### src/ghp_pkg.sv
// Package: phase and status codes, header constants and section selection for the gzip header parser.
`default_nettype none

package ghp_pkg;

  localparam int unsigned CountBitsDefault = 32;
  localparam int unsigned OffsetWidth      = 32;

  localparam logic [7:0] MagicByte0   = 8'h1f;
  localparam logic [7:0] MagicByte1   = 8'h8b;
  localparam logic [7:0] MethodDeflate = 8'h08;
  localparam logic [7:0] FlagReserved = 8'hE0;
  localparam logic [7:0] FlagExtra    = 8'h04;
  localparam logic [7:0] FlagName     = 8'h08;
  localparam logic [7:0] FlagComment  = 8'h10;
  localparam logic [7:0] FlagHcrc     = 8'h02;
  localparam int unsigned FixedHeaderLen = 10;

  typedef enum logic [3:0] {
    PH_MAG0  = 4'd0,
    PH_MAG1  = 4'd1,
    PH_METH  = 4'd2,
    PH_FLG   = 4'd3,
    PH_FIX   = 4'd4,
    PH_XLO   = 4'd5,
    PH_XHI   = 4'd6,
    PH_XDAT  = 4'd7,
    PH_NAME  = 4'd8,
    PH_CMT   = 4'd9,
    PH_CRC0  = 4'd10,
    PH_CRC1  = 4'd11,
    PH_PAY   = 4'd12,
    PH_EMAG  = 4'd13,
    PH_EMETH = 4'd14
  } phase_e;

  typedef enum logic [2:0] {
    ST_HEADER    = 3'd0,
    ST_LAST      = 3'd1,
    ST_PAYLOAD   = 3'd2,
    ST_BAD_MAGIC = 3'd3,
    ST_BAD_METH  = 3'd4
  } status_e;

  typedef struct packed {
    logic [7:0] data_byte;
    logic       first;
  } in_item_t;

  function automatic phase_e next_section(input phase_e from, input logic [7:0] flags);
    phase_e res;
    res = PH_PAY;
    if (from <= PH_CRC0 && (flags & FlagHcrc) != 8'h00) res = PH_CRC0;
    if (from <= PH_CMT && (flags & FlagComment) != 8'h00) res = PH_CMT;
    if (from <= PH_NAME && (flags & FlagName) != 8'h00) res = PH_NAME;
    if (from <= PH_XLO && (flags & FlagExtra) != 8'h00) res = PH_XLO;
    return res;
  endfunction

endpackage

`default_nettype wire

### src/ghp_in_stage.sv
// Input register stage: capture one byte transfer and hold it until the core takes it.
`default_nettype none

module ghp_in_stage (
  input  wire logic              clk_i,
  input  wire logic              rst_ni,
  input  wire logic              in_valid_i,
  output logic                   in_ready_o,
  input  wire ghp_pkg::in_item_t in_item_i,
  output logic                   out_valid_o,
  input  wire logic              out_ready_i,
  output ghp_pkg::in_item_t      out_item_o
);
  import ghp_pkg::*;

  logic     valid_q, valid_d;
  in_item_t item_q;

  assign in_ready_o  = !valid_q || out_ready_i;
  assign out_valid_o = valid_q;
  assign out_item_o  = item_q;

  always_comb begin
    valid_d = valid_q;
    if (in_ready_o) begin
      valid_d = in_valid_i;
    end
  end

  always_ff @(posedge clk_i or negedge rst_ni) begin
    if (!rst_ni) begin
      valid_q <= 1'b0;
    end else begin
      valid_q <= valid_d;
    end
  end

  always_ff @(posedge clk_i) begin
    if (in_ready_o && in_valid_i) begin
      item_q <= in_item_i;
    end
  end

endmodule

`default_nettype wire

### src/ghp_core.sv
// Parser core: header phase machine, saturating byte count and the registered result.
`default_nettype none

module ghp_core #(
  parameter int unsigned CountBits = ghp_pkg::CountBitsDefault
) (
  input  wire logic              clk_i,
  input  wire logic              rst_ni,
  input  wire logic              in_valid_i,
  output logic                   in_ready_o,
  input  wire ghp_pkg::in_item_t in_item_i,
  output logic                   out_valid_o,
  input  wire logic              out_ready_i,
  output logic [2:0]             status_o,
  output logic [31:0]            end_offset_o,
  output logic [7:0]             flags_value_o
);
  import ghp_pkg::*;

  phase_e               phase_q, phase_d, phase_base;
  logic [CountBits-1:0] count_q, count_d, count_base;
  logic [7:0]           flags_q, flags_d, flags_base;
  logic [15:0]          extra_q, extra_d, extra_base, extra_dec;
  logic                 take;
  logic [7:0]           b;

  logic                 out_valid_q, out_valid_d;
  status_e              status_q, status_d;
  logic [OffsetWidth-1:0] offset_q, offset_d;
  logic [7:0]           oflags_q;

  assign in_ready_o    = !out_valid_q || out_ready_i;
  assign take          = in_valid_i && in_ready_o;
  assign b             = in_item_i.data_byte;
  assign out_valid_o   = out_valid_q;
  assign status_o      = status_q;
  assign end_offset_o  = offset_q;
  assign flags_value_o = oflags_q;

  always_comb begin
    phase_base = phase_q;
    count_base = count_q;
    flags_base = flags_q;
    extra_base = extra_q;
    if (in_item_i.first) begin
      phase_base = PH_MAG0;
      count_base = '0;
      flags_base = '0;
      extra_base = '0;
    end
  end

  assign extra_dec = (extra_base == 16'd0) ? 16'd0 : extra_base - 16'd1;

  always_comb begin
    phase_d = phase_base;
    count_d = count_base;
    flags_d = flags_base;
    extra_d = extra_base;
    if (phase_base < PH_PAY) begin
      if (count_base != {CountBits{1'b1}}) begin
        count_d = count_base + {{(CountBits-1){1'b0}}, 1'b1};
      end
      case (phase_base)
        PH_MAG0: phase_d = (b == MagicByte0) ? PH_MAG1 : PH_EMAG;
        PH_MAG1: phase_d = (b == MagicByte1) ? PH_METH : PH_EMAG;
        PH_METH: phase_d = (b == MethodDeflate) ? PH_FLG : PH_EMETH;
        PH_FLG: begin
          flags_d = b;
          phase_d = ((b & FlagReserved) != 8'h00) ? PH_EMETH : PH_FIX;
        end
        PH_FIX: begin
          if (count_d >= CountBits'(FixedHeaderLen)) begin
            phase_d = next_section(PH_XLO, flags_base);
          end
        end
        PH_XLO: begin
          extra_d = {8'h00, b};
          phase_d = PH_XHI;
        end
        PH_XHI: begin
          extra_d = {b, extra_base[7:0]};
          phase_d = ({b, extra_base[7:0]} != 16'd0) ? PH_XDAT
                                                     : next_section(PH_NAME, flags_base);
        end
        PH_XDAT: begin
          extra_d = extra_dec;
          if (extra_dec == 16'd0) begin
            phase_d = next_section(PH_NAME, flags_base);
          end
        end
        PH_NAME: begin
          if (b == 8'h00) begin
            phase_d = next_section(PH_CMT, flags_base);
          end
        end
        PH_CMT: begin
          if (b == 8'h00) begin
            phase_d = next_section(PH_CRC0, flags_base);
          end
        end
        PH_CRC0: phase_d = PH_CRC1;
        default: phase_d = PH_PAY;
      endcase
    end
  end

  always_comb begin
    case (phase_d)
      PH_EMAG:  status_d = ST_BAD_MAGIC;
      PH_EMETH: status_d = ST_BAD_METH;
      PH_PAY:   status_d = (phase_base == PH_PAY) ? ST_PAYLOAD : ST_LAST;
      default:  status_d = ST_HEADER;
    endcase
  end

  generate
    if (CountBits > OffsetWidth) begin : g_wide
      assign offset_d = (|count_d[CountBits-1:OffsetWidth]) ? {OffsetWidth{1'b1}}
                                                             : count_d[OffsetWidth-1:0];
    end else if (CountBits == OffsetWidth) begin : g_equal
      assign offset_d = count_d;
    end else begin : g_narrow
      assign offset_d = {{(OffsetWidth-CountBits){1'b0}}, count_d};
    end
  endgenerate

  always_comb begin
    out_valid_d = out_valid_q;
    if (take) begin
      out_valid_d = 1'b1;
    end else if (out_ready_i) begin
      out_valid_d = 1'b0;
    end
  end

  always_ff @(posedge clk_i or negedge rst_ni) begin
    if (!rst_ni) begin
      phase_q     <= PH_MAG0;
      count_q     <= '0;
      flags_q     <= '0;
      extra_q     <= '0;
      out_valid_q <= 1'b0;
    end else begin
      out_valid_q <= out_valid_d;
      if (take) begin
        phase_q <= phase_d;
        count_q <= count_d;
        flags_q <= flags_d;
        extra_q <= extra_d;
      end
    end
  end

  always_ff @(posedge clk_i) begin
    if (take) begin
      status_q <= status_d;
      offset_q <= offset_d;
      oflags_q <= flags_d;
    end
  end

endmodule

`default_nettype wire

### src/gzip_header_parser.sv
// Top level of the gzip member header parser.
//
// Usage: feed a gzip stream one byte per transfer on the s_axis channel;
// tdata carries the byte and tuser marks the first byte of a new stream,
// which restarts the parser. Every byte yields exactly one m_axis transfer
// with its status (header, last header byte, payload, bad magic, bad
// method or reserved flags), the saturating header length so far and the
// flag byte once seen. Errors stick until the next first-marked byte.
// Path: each byte passes the input register, then the phase update into
// the result register, from which it is offered on m_axis.
// Throughput: one byte per cycle while m_axis_tready_i is high; the
// phase, count and extra-length update is a single short step between
// the two registers.
// Reset: the parser expects the first magic byte with all counts cleared,
// so a stream may start without the first mark; no result is pending.
// Stall: while m_axis_tready_i is low the result holds, the input register
// fills, and then s_axis_tready_o drops; no transfer is lost.
`default_nettype none

module gzip_header_parser #(
  parameter int unsigned COUNT_BITS = ghp_pkg::CountBitsDefault
) (
  input  wire logic        clk_i,
  input  wire logic        rst_ni,
  input  wire logic        s_axis_tvalid_i,
  output logic             s_axis_tready_o,
  input  wire logic [7:0]  s_axis_tdata_i,   // [7:0] data_byte
  input  wire logic        s_axis_tuser_i,   // [0] first
  output logic             m_axis_tvalid_o,
  input  wire logic        m_axis_tready_i,
  output logic [47:0]      m_axis_tdata_o    // [2:0] status, [34:3] end_offset,
                                             // [42:35] flags_value, [47:43] zero
);
  import ghp_pkg::*;

  in_item_t   in_item, stage_item;
  logic       stage_valid, core_ready;
  logic [2:0] status;
  logic [31:0] end_offset;
  logic [7:0] flags_value;

  assign in_item.data_byte = s_axis_tdata_i;
  assign in_item.first     = s_axis_tuser_i;

  ghp_in_stage u_in_stage (
    .clk_i       (clk_i),
    .rst_ni      (rst_ni),
    .in_valid_i  (s_axis_tvalid_i),
    .in_ready_o  (s_axis_tready_o),
    .in_item_i   (in_item),
    .out_valid_o (stage_valid),
    .out_ready_i (core_ready),
    .out_item_o  (stage_item)
  );

  ghp_core #(
    .CountBits (COUNT_BITS)
  ) u_core (
    .clk_i         (clk_i),
    .rst_ni        (rst_ni),
    .in_valid_i    (stage_valid),
    .in_ready_o    (core_ready),
    .in_item_i     (stage_item),
    .out_valid_o   (m_axis_tvalid_o),
    .out_ready_i   (m_axis_tready_i),
    .status_o      (status),
    .end_offset_o  (end_offset),
    .flags_value_o (flags_value)
  );

  assign m_axis_tdata_o = {5'b00000, flags_value, end_offset, status};

endmodule

`default_nettype wire
### config.mk
export PLATFORM = sky130hd
export DESIGN_NAME = gzip_header_parser
export DESIGN_NICKNAME = d
export VERILOG_FILES = /design/src/ghp_pkg.sv /design/src/ghp_in_stage.sv /design/src/ghp_core.sv /design/src/gzip_header_parser.sv
export SDC_FILE = /design/constraint.sdc
export NUM_CORES = 1
export LEC_CHECK = 0
export BUFFER_PORTS_ARGS = -buffer_cell sky130_fd_sc_hd__clkbuf_2
export CORE_ASPECT_RATIO = 0.75
export CORE_MARGIN = 3
export CORE_UTILIZATION = 54
export CTS_CLUSTER_SIZE = 16
export DETAILED_ROUTE_END_ITERATION = 10
export PLACE_DENSITY = 0.73
export SYNTH_ARGS = -nofsm -noshare
export SYNTH_HDL_FRONTEND = slang
export SYNTH_SLANG_ARGS = --single-unit
### constraint.sdc
create_clock -name clk_i -period 9.01 [get_ports clk_i]
set_input_delay 2.2525 -clock clk_i [delete_from_list [all_inputs] [get_ports clk_i]]
set_output_delay 2.2525 -clock clk_i [all_outputs]
set_load 0.02 [all_outputs]
# Word-level counts from Yosys, hierarchy flattened
# Cells that the tools add are included.
# op_classes
addsub,2
reduce_logical,13
eq_ne,18
n_lt_le_gt_ge,2
mux,31
# op_table
cell,n
$mux W32,4
$mux W4,14
$mux W16,3
$pmux W16 S3,1
$pmux W4 S11,1
$add A32 B1 Y32 const B,1
$ge A32 B4 Y1 const B,1
$logic_not A16 Y1,2
$ne A32 B32 Y1 const B,1
$eq A4 B4 Y1 const B,7
$mux W8,3
$eq A4 B3 Y1 const B,4
$reduce_bool A16 Y1,1
$sub A16 B1 Y16 const B,1
$pmux W3 S3,1
$eq A4 B2 Y1 const B,2
$eq A8 B4 Y1 const B,1
$eq A8 B5 Y1 const B,1
$eq A8 B8 Y1 const B,1
$logic_not A8 Y1,1
$reduce_bool A8 Y1,1
$eq A4 B1 Y1 const B,1
$logic_not A4 Y1,1
$lt A4 B4 Y1 const B,1
other kinds (7),11
# totals
reg_bits,114
out_inout_bits,50
in_bits,13
elab_cells,77

# Longest topological paths before layout
# Gate-level depths: netlist (run 1).
# logic_depth
ltp_word,10
mapped_depth,21
mapped_depth_nobuf,13

# By module
# From an unflattened synthesis (run 1), not the netlist that was laid out.
# unflattened
hier_cells,819
area_unflattened_um2,7105.6
# modules_own_cells
module,cells_per_inst,n_inst,area_each_um2
ghp_core,800,1,6740.2
ghp_in_stage,13,1,324.1
gzip_header_parser,6,1,41.3

# Worst setup path before layout (run 1)
# OpenSTA, ideal clock, no wires.
# synth_path
path_kind,flip-flop to flip-flop
startpoint,register u_in_stage.item_q (netlist bit u_in_stage.out_item_o[0])
endpoint,register u_core.status_q[1] (netlist: u_core.status_o[1]) (data pin)
required_time_ns,8.826
arrival_time_ns,5.216
period_less_slack_ns,5.400
stages_incl_launch_ff,22
path_slack_ns,3.610
setup_time_ns,0.184
path_cell_list,edfxtp_1 > buf_2 > clkbuf_1 > buf_1 > clkbuf_1 > clkbuf_1 > clkbuf_1 > buf_1 > nor2b_1 > ha_1 > buf_4 > nand4b_4 > nor3_2 > and4_1 > clkbuf_1 > o22ai_1 > o2111ai_1 > or4_1 > or4_4 > o21ai_2 > mux2_4 > a2111oi_4
# synth_via
elab_chain_cells,10
elab_cells_between_ends,43
cone_classes,2 x add/sub; 2 x order compare; 15 x eq/ne; 20 x mux; 4 x reduce/logical
# synth_lines
element,line_no,text
from (decl),ghp_in_stage.sv:17,in_item_t item_q;
from (signal assigned),ghp_in_stage.sv:40,item_q <= in_item_i;
$mux W32 or $mux W8 (tied branches),ghp_core.sv:45,if (in_item_i.first) begin
"$add A32 B1 Y32, or another cell as far along",ghp_core.sv:62,"count_d = count_base + {{(CountBits-1){1'b0}}, 1'b1};"
$mux W32 or $mux W4 (tied branches),"ghp_core.sv:61, ghp_pkg.sv:54",
$mux W32 or $mux W4 (tied branches),"ghp_core.sv:60, ghp_pkg.sv:55",
$ge A32 B4 Y1 or $mux W4 (tied branches),"ghp_core.sv:73, ghp_pkg.sv:56",
$mux W4,ghp_core.sv:73,if (count_d >= CountBits'(FixedHeaderLen)) begin
$pmux W4 S11,ghp_core.sv:64,case (phase_base)
$mux W4,ghp_core.sv:60,if (phase_base < PH_PAY) begin
$eq A4 B4 Y1,ghp_core.sv:109,case (phase_d)
$pmux W3 S3 (*),ghp_core.sv:109,
named net u_core.status_d[1],ghp_core.sv:28,"status_e status_q, status_d;"
to (signal assigned),ghp_core.sv:157,status_q <= status_d;
to (decl),ghp_core.sv:28,
# Mark *: on every way through the listed nets, which the timed path passes. The rest lies on a longest branch. The select of a mux whose other input is x is not followed.
# A chain may end at the register's enable or synchronous reset.

# Worst setup path in the final report (run 1)
# layout_path
startpoint,register u_in_stage.item_q (netlist bit u_in_stage.out_item_o[0])
endpoint,register u_core.status_q[0] (netlist: u_core.status_o[0]) (data pin)
# Same word-level chain as after synthesis.

==> flow_metrics.py, run 1 <==
metrics = {
    "cts": {
        "cts_hold_buf": 0,
        "root_buffer": "clkbuf_16",
        "h-tree-depth": 4,
        "cts_tree": "built",
        "cts_buffers": 17,
        "clock_path_buffers": 2,
        "clk_latency_ns": 0.43,
        "ctsResizeCount": 0,
        "clkSinkCount": 114,
        "postCtsSetupBuffers": 0,
        "path_clk_slew_ns": 0.05,
    },
    "synthesis": {
        "ys_types": 85,
        "yosysSeqAreaShare_pct": 42.01,
        "netlist_area_um2": 7410,
        "yosys_warnings": 0,
        "ys_ff_latch": 114,
        "synth_area_per_cell_um2": 8.517,
        "synthArstFlopShare_pct": 54.39,
        "synth-edff-count": 52,
        "synth_flop_cell": "dfrtp_1",
        "syn_inst": 870,
    },
    "grt": {
        "grt_pass1_wl_mm": 33.61,
        "grt.overflow.total": 0,
        "grt_max_degree": 63,
        "antenna_found_initial": 0,
        "grt_pass1_vias": 6197,
        "track_usage_pct": 28.00,
    },
    "timing": {
        "hold_viol": 0,
        "finalSetupViolCount": 0,
        "finalSetupTns_ns": 0,
        "rsz0062_at_grt": "false",
        "finalCritPeriodShare_pct": 56.87,
        "max_freq_ghz": 0.1952,
        "maxSlewHeadroom_pct": 28.28,
        "finalMaxSlewViolations": 0,
        "period_needed_ns": 5.124,
        "worst_slew_pin_slew_ns": 1.067,
        "finClkSkew_ns": 0.008675,
    },
    "setup_path": {
        "path_class": "reg2reg",
        "cpPeakStageDelay_ns": 0.64,
        "start_kind": "flip-flop",
        "crit_slowest_cell": "nand4_1",
        "endpoint_kind": "flip-flop",
        "critical_path_required_ns": 9.24,
        "arrival_ns": 5.36,
        "crit_chain": "buf_4 -> buf_4 -> nand4b_1 -> nor2_1 -> nand4_1 -> o21ai_0 -> o21ai_0 -> or4_1 -> or4_4 -> o21ai_2 -> mux2_4 -> nor4b_1",
        "path_max_fanout": 59,
    },
    "cells_and_area": {
        "fin_nets": 894,
        "stdcell_count": 1062,
        "antenna_cells_inserted": 0,
        "drive_above_1_share_pct": 15.26,
        "area_delta_synth_final_pct": 11.04,
        "post-route-util_pct": 62.34,
        "nFillCells": 1141,
    },
    "pwr": {
        "vdd_ir_drop_max_v": 0.0002018,
        "leakagePower_uw": 0.003342,
        "powerDensity_nw_per_um2": 221.4,
        "power_uw": 1822,
    },
    "flow_run": {
        "drv_cap": 0,
    },
    "placed_design": {
        "dp_hpwl_mm": 13.96,
        "place.gp.congestion": 0.9309,
        "dp.cells": 1030,
        "io_buffer_count": 57,
    },
    "route": {
        "drtIter0Drc": 832,
        "num_vias": 6734,
        "firstDrtPassIters": 6,
        "post_drt_wl_per_cell_um": 19.53,
        "drc": 0,
        "wl_mm": 20.75,
        "viasPerCell": 6.341,
        "ant_nets": 0,
    },
    "floorplan": {
        "io_pins": 63,
        "die_x_um": 141.3,
        "design.die.area_um2": 15180,
        "start_util_pct": 56.14,
        "rows": 36,
        "die-height_um": 107.4,
        "core_um2": 13200,
    },
    "worst_hold_path": {
        "hold_path.class": "reg2reg",
    },
    "status": {
        "outcome": "completed",
    },
}
==> state kept, by name, indices dropped and copies added, names as in the netlist <==
signal,cells
u_core.status_o,3
u_in_stage.out_valid_o,1
u_core.extra_q,16
u_core.phase_q,4
u_core.out_valid_o,1
u_in_stage.out_item_o,9
u_core.flags_q,8
u_core.count_q,32
u_core.end_offset_o,32
u_core.flags_value_o,8
==> cell families (layout without fill, tap and decap cells) <==
group                      after synthesis  in the layout  share of synthesized area [%]
adders and majority gates                3              3                         0.5066
DFF                                    114            114                          42.01
xor gates and xnor gates                38             38                          4.492
and+or+nand+nor                        438            438                          29.75
muxes                                   15             15                          2.263
buffers and inverters                   97            114                          5.775
other                                    1              5                        0.05061
AOI/OAI and AO/OA                      164            164                          15.15
==> layer usage <==
metal / track usage [%] / vias up / routed length [um]
li1: - / 3132 / -
met1: 44.28 / 3212 / 10040
met2: 37.02 / 365 / 8418
met3: 7.016 / 25 / 2089
met4: 8.506 / 0 / 200
met5: 0 / - / 0
==> worst max-delay path, delay by kind of cell, from the launching register on <==
kind | cells | cell delay [ns]
and+or+nand+nor | 6 | 3.00
buffers and inverters | 2 | 0.67
AOI/OAI and AO/OA | 3 | 0.51
DFF | 1 | 0.35
muxes | 1 | 0.35
==> Yosys cell counts, drive strengths merged (6+ instances only) <==
master  instances  share of area, %
nand2         174               8.8
nor2           87               4.5
dfrtp          62                21
o21ai          54               3.7
edfxtp         52                21
clkbuf         45               2.3
buf            35               2.6
nor3           32               2.2
nand3          31               2.2
a21oi          27               1.8
nand4          20               1.7
xnor2          20               2.4
xor2           18               2.1
inv            17              0.86
nor4           15               1.9
and3           11              0.93
mux2           11               1.7
a31oi          10              0.84
nand2b          9              0.76
nor2b           9              0.76
nand4b          8               1.4
a31o            7              0.83
o22ai           7              0.59
o311ai          7              0.83
or3             6              0.51
or4             6              0.71
==> layout by cell type, fill, tap and decap left out, drive strengths merged, types with 7 or more instances in the layout <==
cell / count
nand2: 174
nor2: 87
clkbuf: 80
dfrtp: 62
o21ai: 54
edfxtp: 52
nor3: 32
nand3: 31
a21oi: 27
nand4: 20
xnor2: 20
xor2: 18
inv: 16
nor4: 15
and3: 11
mux2: 11
a31oi: 10
nor2b: 9
nand2b: 9
buf: 8
nand4b: 8
a31o: 7
o22ai: 7
o311ai: 7
==> layout make-up <==
type	count	area (um2)	area share [%]
Timing Repair Buffer	65	345.3	4.197
Clock buffer	23	478.0	5.809
Sequential cell	114	3113	37.83
Multi-Input combinational cell	663	3884	47.20
Clock inverter	9	128.9	1.566
Tap cell	171	214.0	2.600
Inverter	17	65.06	0.7908
==> path summary, 6_finish.rpt <==
check                      slack (ns)  depth (start not counted)                  to                      from
setup / recovery                 3.89                         12  u_core.status_o[0]  u_in_stage.out_item_o[0]
hold / removal                   0.48                          2   u_core.flags_q[5]         u_core.flags_q[5]
setup reg to reg                 3.89                         12  u_core.status_o[0]  u_in_stage.out_item_o[0]
hold reg to reg                  0.48                          2   u_core.flags_q[5]         u_core.flags_q[5]
max in group asynchronous        6.43                          2  u_core.count_q[12]                    rst_ni
min in group asynchronous        2.03                          2   u_core.flags_q[7]                    rst_ni
==> power by group <==
group	internal [uW]	total (uW)	leakage, uW	switching [uW]
combinational	159	449	0.00169	289
sequential	596	675	0.00136	79.3
clock	455	698	0.000293	243
total	1210	1820	0.00334	611
==> stage by stage <==
stage | worst slack, ns | cell area (um2) | hold WS [ns]
floorplan | 3.610 | 7425 | 0.4462
global placement | 4.080 | 7621 | 0.4609
detailed placement | 4.044 | 7621 | 0.4680
CTS | 4.006 | 8228 | 0.4815
global route | 3.594 | 8228 | 0.5073
finish | 3.886 | 8228 | 0.4824
Note: power is estimated with default switching activity, not from simulation.
==> run 2: changes to the inputs <==
- clock period: 9.01 -> 5.33 ns (I/O delays scaled with it)
==> flow_metrics.py, run 2 (synthesis results as in run 1) <==
metrics = {
    "cts": {
        "ctsResizeCount": 0,
        "clock_path_buffers": 2,
        "root_buffer": "clkbuf_16",
        "h-tree-depth": 4,
        "cts_hold_buf": 0,
        "clk_latency_ns": 0.43,
        "postCtsSetupBuffers": 0,
        "clkSinkCount": 114,
        "path_clk_slew_ns": 0.06,
        "cts_buffers": 17,
        "cts_tree": "built",
    },
    "grt": {
        "grt_pass1_vias": 6294,
        "antenna_found_initial": 0,
        "grt.overflow.total": 0,
        "track_usage_pct": 29.60,
        "grt_max_degree": 50,
        "grt_pass1_wl_mm": 34.78,
    },
    "pwr": {
        "p_sw_uw": 1055,
        "leakagePower_uw": 0.003358,
        "p_int_uw": 2066,
        "powerDensity_nw_per_um2": 377.7,
        "clkPwrFrac_pct": 39.1,
        "p_seq_share_pct": 36.5,
        "p_comb_share_pct": 24.4,
        "swShare_pct": 33.82,
        "vdd_ir_drop_max_v": 0.0003186,
    },
    "timing": {
        "finalSetupViolCount": 0,
        "finClkSkew_ns": 0.01170,
        "worst_slew_pin_slew_ns": 0.9785,
        "finalCritPeriodShare_pct": 85.47,
        "maxSlewHeadroom_pct": 33.94,
        "finalMaxSlewViolations": 0,
        "period_needed_ns": 4.556,
        "max_freq_ghz": 0.2195,
        "rsz0062_at_grt": "false",
        "finalSetupTns_ns": 0,
        "hold_viol": 0,
    },
    "route": {
        "met2WireLength_mm": 9.099,
        "firstDrtPassIters": 8,
        "top_layer_used": "met4",
        "num_vias": 6890,
        "route.met3.wl_mm": 2.564,
        "drt-met1-wl_mm": 10.14,
        "wl_mm": 22.09,
        "viasPerCell": 6.476,
        "post_drt_wl_per_cell_um": 20.76,
        "drc": 0,
        "drtIter0Drc": 765,
        "ant_nets": 0,
    },
    "floorplan": {
        "start_util_pct": 56.14,
        "die-height_um": 107.4,
        "design.die.area_um2": 15180,
        "io_pins": 63,
        "die_x_um": 141.3,
        "core_um2": 13200,
        "rows": 36,
    },
    "setup_path": {
        "critical_path_required_ns": 5.55,
        "r2r-start": "u_in_stage.out_item_o[0]",
        "cp-startpoint": "u_in_stage.out_item_o[0]",
        "endpoint_kind": "flip-flop",
        "arrival_ns": 4.78,
        "path_class": "reg2reg",
        "start_kind": "flip-flop",
        "path_max_fanout": 10,
    },
    "cells_and_area": {
        "layout_common_cells": "nand2_1 (174), nor2_1 (85), dfrtp_1 (62), clkbuf_2 (57), edfxtp_1 (52)",
        "stdcell_count": 1064,
        "area_delta_synth_final_pct": 11.52,
        "fin_nets": 896,
        "post-route-util_pct": 62.61,
        "drive_above_1_share_pct": 15.68,
        "layout_commonest_cell": "nand2_1",
        "post-route-cell-area_um2": 8263,
        "antenna_cells_inserted": 0,
    },
    "placed_design": {
        "io_buffer_count": 57,
        "placed_area_um2": 7636,
        "dp_hpwl_mm": 15.15,
        "place.gp.congestion": 0.9887,
        "dp.cells": 1032,
    },
    "status": {
        "outcome": "completed",
    },
    "worst_hold_path": {
        "hold_path.class": "reg2reg",
        "worstHoldStart": "u_core.flags_q[6]",
    },
    "flow_run": {
        "drv_cap": 0,
    },
}
## run 2: changes by cell type in the layout (fill, tap and decap cells not counted)
cell	delta
buf_4	+2
bufinv_16	+1
clkbuf_1	-2
clkbuf_8	-2
clkinv_4	+1
clkinvlp_4	+1
inv_6	+1
## run 2: worst max-delay path, cell delays in order, from the launching register on
cell and delay (ns):
edfxtp_1 0.54, nor2b_1 0.25, ha_1 0.41, nand4b_4 0.21
or3_1 0.46, o311ai_1 0.34, o2111ai_1 0.15, or4_1 0.58
or4_4 0.58, o21ai_2 0.17, mux2_4 0.34, a2111oi_4 0.30
## run 2: routing by layer
layer / track usage [%] / up-vias
li1: - / 3121
met5: 0 / -
met3: 8.615 / 36
met4: 8.714 / 0
met1: 45.77 / 3301
met2: 39.63 / 432
## run 2: per-stage QoR
step	hold slack, ns	power (uW)	setup WS, ns
2_1_floorplan	0.4462	1698	0.002781
3_3_place_gp	0.4592	1872	1.057
3_5_place_dp	0.4665	1888	0.8430
4_1_cts	0.4804	3119	0.8372
5_1_grt	0.4929	3257	0.5351
6_report	0.4853	3121	0.7744
## run 2: path summary, 6_finish.rpt
check                                      to  slack (ns)  depth (start not counted)
min in group asynchronous   u_core.flags_q[7]        1.03                          1
max reg2reg                u_core.status_o[1]        0.77                         11
max                        u_core.status_o[1]        0.77                         11
max in group asynchronous   u_core.extra_q[7]        3.33                          2
min                         u_core.flags_q[6]        0.49                          2
min reg2reg                 u_core.flags_q[6]        0.49                          2
## run 2: final cells by class
| cell class | count | area [um2] |
|---|---|---|
| Timing Repair Buffer | 67 | 360.3 |
| Multi-Input combinational cell | 663 | 3884 |
| Clock inverter | 13 | 183.9 |
| Fill cell | 1084 | 4935 |
| Inverter | 17 | 65.06 |
| Tap cell | 171 | 214.0 |
| Clock buffer | 19 | 442.9 |
| Sequential cell | 114 | 3113 |
## run 2: power groups by stage
stage          logic [uW]  clock network, uW  registers (uW)
6_report              763               1220            1140
5_1_grt               828               1280            1150
4_1_cts               748               1240            1130
3_5_place_dp          739                  0            1150
3_3_place_gp          727                  0            1150
2_1_floorplan         593                  0            1100
